==> src/sv/dqr_pkg.sv <==
// Types, codes and pointer helpers of the deque with rotate unit.
// Depends on nothing; used by the control, the top level and the checker.
package dqr_pkg;

    localparam int DEPTH      = 64;
    localparam int DATA_WIDTH = 32;
    localparam int PTR_W      = $clog2(DEPTH);
    localparam int CNT_W      = $clog2(DEPTH + 1);
    localparam int MODE_W     = 3;
    localparam int VALUE_W    = 32;
    localparam int STATUS_W   = 2;
    localparam int COUNT_W    = 7;

    localparam logic [MODE_W-1:0] M_PUSH_BACK  = 3'd0;
    localparam logic [MODE_W-1:0] M_PUSH_FRONT = 3'd1;
    localparam logic [MODE_W-1:0] M_POP_BACK   = 3'd2;
    localparam logic [MODE_W-1:0] M_POP_FRONT  = 3'd3;
    localparam logic [MODE_W-1:0] M_ROTATE     = 3'd4;

    localparam logic [STATUS_W-1:0] ST_DONE = 2'd0;
    localparam logic [STATUS_W-1:0] ST_NOOP = 2'd1;
    localparam logic [STATUS_W-1:0] ST_FULL = 2'd2;

    typedef logic [PTR_W-1:0]           t_ptr;
    typedef logic [CNT_W-1:0]           t_cnt;
    typedef logic [DATA_WIDTH-1:0]      t_data;
    typedef logic signed [VALUE_W-1:0]  t_value;
    typedef logic [COUNT_W-1:0]         t_count;
    typedef logic [STATUS_W-1:0]        t_status;

    typedef struct packed {
        logic [MODE_W-1:0] mode;
        t_value            value;
    } t_in_req;

    typedef struct packed {
        t_status status;
        t_count  count;
        t_value  front_value;
        t_value  back_value;
    } t_out_req;

    typedef struct packed {
        logic  wr_en;
        t_ptr  wr_addr;
        t_data wr_data;
        t_ptr  rd_addr_front;
        t_ptr  rd_addr_back;
    } t_mem_req;

    typedef struct packed {
        t_status status;
        t_cnt    count;
    } t_op_res;

    // Ring index p + off, with off no larger than DEPTH.
    function automatic t_ptr ptr_add(t_ptr p, t_cnt off);
        logic [CNT_W:0] s;
        s = (CNT_W + 1)'(p) + (CNT_W + 1)'(off);
        if (s >= (CNT_W + 1)'(DEPTH)) begin
            s = s - (CNT_W + 1)'(DEPTH);
        end
        return t_ptr'(s);
    endfunction

    function automatic t_ptr ptr_dec(t_ptr p);
        return (p == '0) ? t_ptr'(DEPTH - 1) : p - t_ptr'(1);
    endfunction

    // Stored element to the 32-bit signed result field.
    function automatic t_value to_value(t_data d);
        logic signed [DATA_WIDTH-1:0] s;
        s = d;
        return t_value'(s);
    endfunction

endpackage

==> src/sv/deque_with_rotate_unit.sv <==
// Deque with rotate: a bounded double-ended queue of DATA_WIDTH-bit signed elements
// (DEPTH entries) in a ring RAM. Each request is one operation: push back, push front,
// pop back, pop front, or rotate (front element moves to the back). One operation is
// accepted per clock cycle while o_stall is low, and its result request appears in the
// cycle after acceptance through the registered read of the element RAM, whose two read
// ports fetch the new front and back elements while the single write port stores a
// pushed or rotated element. The result reports the status, the new count and the front
// and back values (zero when empty). The element RAM needs no clearing after reset. A
// result that is stalled holds the output register, and o_stall then holds off new
// requests. Depends on dqr_pkg, dqr_ctrl and dqr_ram.
module deque_with_rotate_unit (
    input  logic              i_clk,
    input  logic              i_rst_n,
    input  logic              i_valid,
    output logic              o_stall,
    input  dqr_pkg::t_in_req  i_req,
    output logic              o_valid,
    input  logic              i_stall,
    output dqr_pkg::t_out_req o_req
);

    logic              s_accept;
    dqr_pkg::t_mem_req s_mem;
    dqr_pkg::t_op_res  s_res;
    dqr_pkg::t_data    s_rd_front;
    dqr_pkg::t_data    s_rd_back;
    dqr_pkg::t_data    s_front;
    dqr_pkg::t_data    s_back;

    // Output stage, loaded on every accepted request and held otherwise.
    logic              r_out_valid;
    logic              n_out_valid;
    dqr_pkg::t_status  r_status;
    dqr_pkg::t_cnt     r_count;
    logic              r_byp_front;
    logic              r_byp_back;
    dqr_pkg::t_data    r_wr_data;

    // A new request enters whenever the output register is free or being drained.
    assign o_stall  = r_out_valid & i_stall;
    assign s_accept = i_valid & ~o_stall;

    dqr_ctrl u_ctrl (
        .i_clk       (i_clk),
        .i_rst_n     (i_rst_n),
        .i_accept    (s_accept),
        .i_req       (i_req),
        .i_cur_front (s_front),
        .o_mem       (s_mem),
        .o_res       (s_res)
    );

    dqr_ram #(
        .WIDTH (dqr_pkg::DATA_WIDTH),
        .DEPTH (dqr_pkg::DEPTH)
    ) u_ram (
        .i_clk (i_clk),
        .i_we  (s_accept & s_mem.wr_en),
        .i_wa  (s_mem.wr_addr),
        .i_wd  (s_mem.wr_data),
        .i_re  (s_accept),
        .i_ra0 (s_mem.rd_addr_front),
        .i_ra1 (s_mem.rd_addr_back),
        .o_rd0 (s_rd_front),
        .o_rd1 (s_rd_back)
    );

    // The RAM returns old data when the same entry is written in the read cycle, so
    // the written element is forwarded in that case.
    always_ff @(posedge i_clk) begin
        if (s_accept) begin
            r_status    <= s_res.status;
            r_count     <= s_res.count;
            r_byp_front <= s_mem.wr_en && (s_mem.wr_addr == s_mem.rd_addr_front);
            r_byp_back  <= s_mem.wr_en && (s_mem.wr_addr == s_mem.rd_addr_back);
            r_wr_data   <= s_mem.wr_data;
        end
    end

    assign s_front = r_byp_front ? r_wr_data : s_rd_front;
    assign s_back  = r_byp_back  ? r_wr_data : s_rd_back;

    always_comb begin
        n_out_valid = r_out_valid;
        if (s_accept) begin
            n_out_valid = 1'b1;
        end else if (r_out_valid && !i_stall) begin
            n_out_valid = 1'b0;
        end
    end

    always_ff @(posedge i_clk) begin
        if (!i_rst_n) begin
            r_out_valid <= 1'b0;
        end else begin
            r_out_valid <= n_out_valid;
        end
    end

    assign o_valid           = r_out_valid;
    assign o_req.status      = r_status;
    assign o_req.count       = dqr_pkg::t_count'(r_count);
    assign o_req.front_value = (r_count == '0) ? '0 : dqr_pkg::to_value(s_front);
    assign o_req.back_value  = (r_count == '0) ? '0 : dqr_pkg::to_value(s_back);

endmodule

==> src/sv/dqr_ram.sv <==
// Generic RAM: one write port and two read ports with registered read data.
// Depends on nothing.
module dqr_ram #(
    parameter int WIDTH = 32,
    parameter int DEPTH = 64
) (
    input  logic                     i_clk,
    input  logic                     i_we,
    input  logic [$clog2(DEPTH)-1:0] i_wa,
    input  logic [WIDTH-1:0]         i_wd,
    input  logic                     i_re,
    input  logic [$clog2(DEPTH)-1:0] i_ra0,
    input  logic [$clog2(DEPTH)-1:0] i_ra1,
    output logic [WIDTH-1:0]         o_rd0,
    output logic [WIDTH-1:0]         o_rd1
);

    logic [WIDTH-1:0] r_mem [DEPTH];

    // Reads return the contents from before a write in the same cycle.
    always_ff @(posedge i_clk) begin
        if (i_we) begin
            r_mem[i_wa] <= i_wd;
        end
        if (i_re) begin
            o_rd0 <= r_mem[i_ra0];
            o_rd1 <= r_mem[i_ra1];
        end
    end

endmodule

==> src/sv/dqr_ctrl.sv <==
// Pointer and count control of the deque with rotate unit.
// Depends on dqr_pkg; decodes one operation and drives the element RAM ports.
module dqr_ctrl (
    input  logic              i_clk,
    input  logic              i_rst_n,
    input  logic              i_accept,
    input  dqr_pkg::t_in_req  i_req,
    input  dqr_pkg::t_data    i_cur_front,
    output dqr_pkg::t_mem_req o_mem,
    output dqr_pkg::t_op_res  o_res
);

    dqr_pkg::t_ptr r_fp;
    dqr_pkg::t_cnt r_cnt;
    dqr_pkg::t_ptr n_fp;
    dqr_pkg::t_cnt n_cnt;
    logic          s_full;
    logic          s_empty;

    assign s_full  = (r_cnt == dqr_pkg::t_cnt'(dqr_pkg::DEPTH));
    assign s_empty = (r_cnt == '0);

    always_comb begin
        n_fp          = r_fp;
        n_cnt         = r_cnt;
        o_res.status  = dqr_pkg::ST_DONE;
        o_mem.wr_en   = 1'b0;
        o_mem.wr_addr = dqr_pkg::ptr_add(r_fp, r_cnt);
        o_mem.wr_data = dqr_pkg::t_data'(i_req.value);
        unique case (i_req.mode)
            dqr_pkg::M_PUSH_BACK: begin
                if (s_full) begin
                    o_res.status = dqr_pkg::ST_FULL;
                end else begin
                    o_mem.wr_en = 1'b1;
                    n_cnt       = r_cnt + dqr_pkg::t_cnt'(1);
                end
            end
            dqr_pkg::M_PUSH_FRONT: begin
                if (s_full) begin
                    o_res.status = dqr_pkg::ST_FULL;
                end else begin
                    n_fp          = dqr_pkg::ptr_dec(r_fp);
                    o_mem.wr_en   = 1'b1;
                    o_mem.wr_addr = n_fp;
                    n_cnt         = r_cnt + dqr_pkg::t_cnt'(1);
                end
            end
            dqr_pkg::M_POP_BACK: begin
                if (s_empty) begin
                    o_res.status = dqr_pkg::ST_NOOP;
                end else begin
                    n_cnt = r_cnt - dqr_pkg::t_cnt'(1);
                end
            end
            dqr_pkg::M_POP_FRONT: begin
                if (s_empty) begin
                    o_res.status = dqr_pkg::ST_NOOP;
                end else begin
                    n_fp  = dqr_pkg::ptr_add(r_fp, dqr_pkg::t_cnt'(1));
                    n_cnt = r_cnt - dqr_pkg::t_cnt'(1);
                end
            end
            dqr_pkg::M_ROTATE: begin
                if (r_cnt < dqr_pkg::t_cnt'(2)) begin
                    o_res.status = dqr_pkg::ST_NOOP;
                end else begin
                    // When full, the slot after the back is the front slot itself.
                    o_mem.wr_en   = 1'b1;
                    o_mem.wr_data = i_cur_front;
                    n_fp          = dqr_pkg::ptr_add(r_fp, dqr_pkg::t_cnt'(1));
                end
            end
            default: begin
                o_res.status = dqr_pkg::ST_NOOP;
            end
        endcase
        o_res.count         = n_cnt;
        o_mem.rd_addr_front = n_fp;
        o_mem.rd_addr_back  = dqr_pkg::ptr_add(n_fp,
                                  (n_cnt == '0) ? '0 : n_cnt - dqr_pkg::t_cnt'(1));
    end

    always_ff @(posedge i_clk) begin
        if (!i_rst_n) begin
            r_fp  <= '0;
            r_cnt <= '0;
        end else if (i_accept) begin
            r_fp  <= n_fp;
            r_cnt <= n_cnt;
        end
    end

endmodule

==> config.mk <==
export PLATFORM = sky130hd
export DESIGN_NAME = deque_with_rotate_unit
export DESIGN_NICKNAME = d
export VERILOG_FILES = /design/src/sv/dqr_pkg.sv /design/src/sv/deque_with_rotate_unit.sv /design/src/sv/dqr_ram.sv /design/src/sv/dqr_ctrl.sv
export SDC_FILE = /design/constraint.sdc
export NUM_CORES = 2
export LEC_CHECK = 0
export BUFFER_PORTS_ARGS = -buffer_cell sky130_fd_sc_hd__buf_2
export CAP_MARGIN = 0
export CORE_MARGIN = 1.5
export CORE_UTILIZATION = 47
export DETAILED_ROUTE_END_ITERATION = 10
export GPL_ROUTABILITY_DRIVEN = 0
export GPL_TIMING_DRIVEN = 1
export REMOVE_ABC_BUFFERS = 1
export SYNTH_ARGS = -nofsm -noshare
export SYNTH_HDL_FRONTEND = slang
export SYNTH_SLANG_ARGS = --single-unit
==> constraint.sdc <==
create_clock -name i_clk -period 13.48 [get_ports i_clk]
set_input_delay 1.348 -clock i_clk [delete_from_list [all_inputs] [get_ports i_clk]]
set_output_delay 1.348 -clock i_clk [all_outputs]
set_load 0.01 [all_outputs]
==> summary.md <==
| Metric | Value |
|---|---|
| Result of the run | `complete, but fails checks` |
| Violations in the final reports | `capacitance limit` |
| Congestion Overflow GR | `0` |
| Final antenna-violating net count | `0` |
| Synth async-reset ratio | `0%` |
| CTS H-tree lvls | `4` |
| Total track usage | `33.4%` |
| Setup tns final | `0 ns` |
| Net switching component of the power | `0.00742 W` |
| Filler cell count in the final layout | `17100` |
| Mapped Cells | `~7100` |
| Total via count after detailed routing | `71300` |
| Lkg Pwr | `36.7 nW` |
| Most frequently used flop master after synthesis | `sky130_fd_sc_hd__edfxtp_1` |
| Wire length of the first global-routing pass | `slightly above 500000 um` |
| # port buffers | `113` |
| Pre-Repair DR Iteration Count | `8` |
| Insertion delay to the later sink of the worst-skew pair | `0.93 ns` |
| Flip-flop and latch count after synthesis | `2169` |
| Count of buffers added by post-CTS timing repair for setup | `0` |
| Fraction of layout cells with a size suffix above 1 | `19.9%` |
| Maximum net fanout on the critical path | `82` |
| Die Wd | `469 um` |
| Layout Skew | `0.0480 ns` |
| Aggregate routed wire length | `371000 um` |
| Portion of the clock cycle consumed by the worst path in the final layout | `58.4%` |
| Pin count of the biggest net entering global routing | `172` |
| Switching Fraction | `33.0%` |
| Number of maximum-capacitance constraint violations | `1` |
| Worst Path Arrival | `about 8.5 ns` |
| Area of the die | `between 0.2 and 0.25 sq mm` |
| Post-CTS Resized | `0` |
| Half-perimeter wire length after placement | `200000 um` |
| Area grow syn2layout | `11.8%` |
| Startpoint type of the worst setup path | `register` |
| IO Count | `approximately 110` |
| Crit path kind | `register to register` |
| Logic gate share of total power | `36.7%` |
| Worst slack after detailed placement | `5.31 ns` |
| Number of design-rule violations left by the first detailed-router iteration | `12500` |
| Area of the placeable core | `0.215 sq mm` |
| Number of antenna violations at the first check in global routing | `13` |
| Power share of the clock group | `roughly 29%` |
| Highest attainable clock frequency | `between 0.1 and 0.15 GHz` |
| Die Height | `469 um` |
| Cts-stage hold buffer count | `0` |
| Number of pins exceeding their max-slew limit in the final report | `0` |
| Unrepaired setup endpoints after global routing | `no` |
| Final net count | `roughly 7000` |
| Tmin final | `7.87 ns` |
| VDD IR max | `360 uV` |
| Number of hold violations in the final report | `0` |
| Nature of the critical path endpoint | `register` |
| Initial core utilization | `47.4%` |
| DRC violation count after routing | `0` |
| Critical path data required time | `between 10 and 15 ns` |
| Internal power | `0.0150 W` |
| Number of buffers between clock root and the deepest sink | `3` |
| CTS tree | `done` |
| Post-synthesis cell area | `between 0.1 and 0.15 sq mm` |
| Worst Setup Slack, final | `5.61 ns` |
| Number of placement rows | `170` |
| Finish-stage setup viols | `0` |
| Vias in the first global route | `between 60000 and 70000` |
| CTS Root Cell | `sky130_fd_sc_hd__clkbuf_16` |
| Share of synthesized area occupied by flip-flops and latches | `a little under two thirds` |
| Routed vias/inst | `approximately 7.1` |
| Sinks on the clock net | `2169` |
| Max-slew headroom at the worst pin | `1.07%` |
| Mean routed wirelength per cell | `36.8 um` |
| Synthesized area per cell | `14.4 sq um` |
| Num CTS Buffers | `225` |
| Clock transition at the register clock pins on the worst setup and hold paths after CTS | `0.07 ns` |
| Type of the tightest min-delay check | `register to register` |
| Count of distinct cell types in the synthesized netlist | `77` |
| EDFF count, synth | `2155` |
| Share of power burned in registers | `34.7%` |
| Flop-to-flop setup slack | `5.61 ns` |
| Power after layout | `0.0225 W` |
| Power density over cell area | `197 mW/mm^2` |
| Ys Warns | `0` |
| Transition time of the tightest slew-check pin | `1.48 ns` |
[logic make-up (layout without fill, tap and decap cells)]
kind of cell	after synthesis	count (layout)	share of synthesized area, %
DFF	2169	2169	63.7
and+or+nand+nor	2080	2080	8.73
AOI/OAI and AO/OA	1399	1399	9.10
muxes	776	776	15.5
buffers and inverters	634	758	2.49
xor gates and xnor gates	30	30	0.265
adders and majority gates	17	17	0.223
other	0	7	0
[power groups by stage]
| stage | Clock, W | Combinational, W | Sequential [W] |
|---|---|---|---|
| 2_1_floorplan | 0 | 0.00931 | 0.00789 |
| 3_3_place_gp | 0 | 0.00808 | 0.00792 |
| 3_5_place_dp | 0 | 0.00813 | 0.00792 |
| 4_1_cts | 0.00647 | 0.00816 | 0.00778 |
| 5_1_grt | 0.00673 | 0.00862 | 0.00779 |
| 6_report | 0.00644 | 0.00824 | 0.00779 |
[per-stage QoR]
stage	cells	instance area, sq um	hold slack [ns]	utilization [%]
after detailed placement	9654	106000	0.585	49.5
after global placement	9654	106000	0.541	49.5
final	10100	114000	0.585	53.0
after floorplan	6502	99600	0.586	-
after global routing	10100	114000	0.632	53.0
after CTS	10100	114000	0.598	53.0
[final cells by class]
type | instances | area (sq um) | area share, %
clock inverters | 154 | 1760 | 1.54
well taps | 2838 | 3550 | 3.11
flip-flops and latches | 2169 | 65000 | 57.0
inverters | 31 | 141 | 0.124
diodes | 7 | 17.5 | 0.0154
repair buffers | 314 | 2270 | 1.99
clock buffers | 259 | 5790 | 5.08
multi-input cells | 4302 | 35500 | 31.1
[state kept, by name, indices dropped and copies added (netlist names), 2 cells and up]
register and count:
r_count 7, r_status 2, r_wr_data 32, u_ctrl.r_cnt 7, u_ctrl.r_fp 6, u_ram.o_rd0 32
u_ram.o_rd1 32, u_ram.r_mem 2048
[synth_stat cells (6+ instances only)]
cell | number | area [sq um]
sky130_fd_sc_hd__a2111oi_0 | 33 | 289
sky130_fd_sc_hd__a211oi_1 | 35 | 263
sky130_fd_sc_hd__a21oi_1 | 702 | 3510
sky130_fd_sc_hd__a221o_1 | 63 | 631
sky130_fd_sc_hd__a221oi_1 | 218 | 1910
sky130_fd_sc_hd__a22o_1 | 10 | 87.6
sky130_fd_sc_hd__a22oi_1 | 40 | 300
sky130_fd_sc_hd__a311oi_1 | 120 | 1050
sky130_fd_sc_hd__a31oi_1 | 69 | 432
sky130_fd_sc_hd__and2_1 | 10 | 62.6
sky130_fd_sc_hd__and3_1 | 223 | 1400
sky130_fd_sc_hd__buf_1 | 85 | 319
sky130_fd_sc_hd__buf_2 | 95 | 475
sky130_fd_sc_hd__buf_4 | 10 | 75.1
sky130_fd_sc_hd__clkbuf_1 | 412 | 1550
sky130_fd_sc_hd__dfxtp_1 | 14 | 280
sky130_fd_sc_hd__edfxtp_1 | 2155 | 64700
sky130_fd_sc_hd__ha_1 | 15 | 188
sky130_fd_sc_hd__inv_1 | 23 | 86.3
sky130_fd_sc_hd__inv_2 | 8 | 30.0
sky130_fd_sc_hd__mux2i_1 | 133 | 1330
sky130_fd_sc_hd__mux4_2 | 640 | 14400
sky130_fd_sc_hd__nand2_1 | 1490 | 5590
sky130_fd_sc_hd__nand2b_1 | 7 | 43.8
sky130_fd_sc_hd__nand3_1 | 27 | 135
sky130_fd_sc_hd__nand4_1 | 31 | 194
sky130_fd_sc_hd__nor2_1 | 160 | 601
sky130_fd_sc_hd__nor2b_1 | 37 | 231
sky130_fd_sc_hd__nor3_1 | 9 | 45.0
sky130_fd_sc_hd__nor4_1 | 63 | 394
sky130_fd_sc_hd__o211a_1 | 7 | 70.1
sky130_fd_sc_hd__o21ai_0 | 43 | 215
sky130_fd_sc_hd__or4_1 | 6 | 45.0
sky130_fd_sc_hd__xnor2_1 | 24 | 210
[final timing paths]
path                                       from             end  depth (start not counted)
worst min register to register          o_valid         o_valid                          3
worst max register to register  u_ctrl.r_cnt[2]  u_ram.o_rd1[3]                         16
worst max-delay path            u_ctrl.r_cnt[2]  u_ram.o_rd1[3]                         16
worst min-delay path                    o_valid         o_valid                          3
[routing by layer]
metal  vias to the layer above  track usage, %  share of wire (%)
met5                         -               0              0.014
met4                         6            15.3                4.9
met3                       919            8.56                 14
met2                      5715            49.7                 45
met1                     36500            46.2                 37
li1                      28100               -                  -
[critical path: stages, from the launching register on]
cell                       delay [ns]
sky130_fd_sc_hd__dfxtp_1         0.46
sky130_fd_sc_hd__nor4_2          1.02
sky130_fd_sc_hd__a31oi_1         0.33
sky130_fd_sc_hd__xnor2_2         0.25
sky130_fd_sc_hd__ha_1            0.17
sky130_fd_sc_hd__inv_1           0.05
sky130_fd_sc_hd__or4_1           0.59
sky130_fd_sc_hd__nor4_2          0.33
sky130_fd_sc_hd__nor2_1          0.15
sky130_fd_sc_hd__ha_4            0.94
sky130_fd_sc_hd__buf_12          0.65
sky130_fd_sc_hd__buf_4           0.79
sky130_fd_sc_hd__mux4_2          0.61
sky130_fd_sc_hd__mux4_2          0.46
sky130_fd_sc_hd__nor2b_1         0.15
sky130_fd_sc_hd__a211oi_1        0.39
sky130_fd_sc_hd__a21oi_1         0.07
[cells in the final DEF (no fill, tap or decap), types with 11 or more instances in the layout]
cell / netlist / layout
sky130_fd_sc_hd__edfxtp_1: 2155 / 2155
sky130_fd_sc_hd__nand2_1: 1490 / 1489
sky130_fd_sc_hd__a21oi_1: 702 / 702
sky130_fd_sc_hd__mux4_2: 640 / 640
sky130_fd_sc_hd__clkbuf_16: 0 / 225
sky130_fd_sc_hd__and3_1: 223 / 219
sky130_fd_sc_hd__a221oi_1: 218 / 218
sky130_fd_sc_hd__buf_4: 10 / 185
sky130_fd_sc_hd__mux2i_1: 133 / 133
sky130_fd_sc_hd__a311oi_1: 120 / 120
sky130_fd_sc_hd__buf_2: 95 / 113
sky130_fd_sc_hd__nor2_1: 160 / 95
sky130_fd_sc_hd__a31oi_1: 69 / 69
sky130_fd_sc_hd__nor2_4: 0 / 64
sky130_fd_sc_hd__a221o_1: 63 / 63
sky130_fd_sc_hd__nor4_1: 63 / 62
sky130_fd_sc_hd__clkinv_1: 0 / 44
sky130_fd_sc_hd__clkinv_2: 0 / 41
sky130_fd_sc_hd__a22oi_1: 40 / 40
sky130_fd_sc_hd__nor2b_1: 37 / 37
sky130_fd_sc_hd__a211oi_1: 35 / 34
sky130_fd_sc_hd__a2111oi_0: 33 / 33
sky130_fd_sc_hd__o21ai_4: 0 / 32
sky130_fd_sc_hd__bufinv_16: 0 / 32
sky130_fd_sc_hd__nand4_1: 31 / 31
sky130_fd_sc_hd__clkbuf_1: 412 / 31
sky130_fd_sc_hd__inv_1: 23 / 22
sky130_fd_sc_hd__xnor2_1: 24 / 20
sky130_fd_sc_hd__clkinvlp_4: 0 / 20
sky130_fd_sc_hd__nand3_1: 27 / 17
sky130_fd_sc_hd__buf_12: 0 / 16
sky130_fd_sc_hd__ha_1: 15 / 14
sky130_fd_sc_hd__dfxtp_1: 14 / 14
sky130_fd_sc_hd__o21ai_0: 43 / 11
Power figures use the tool's default switching activity.
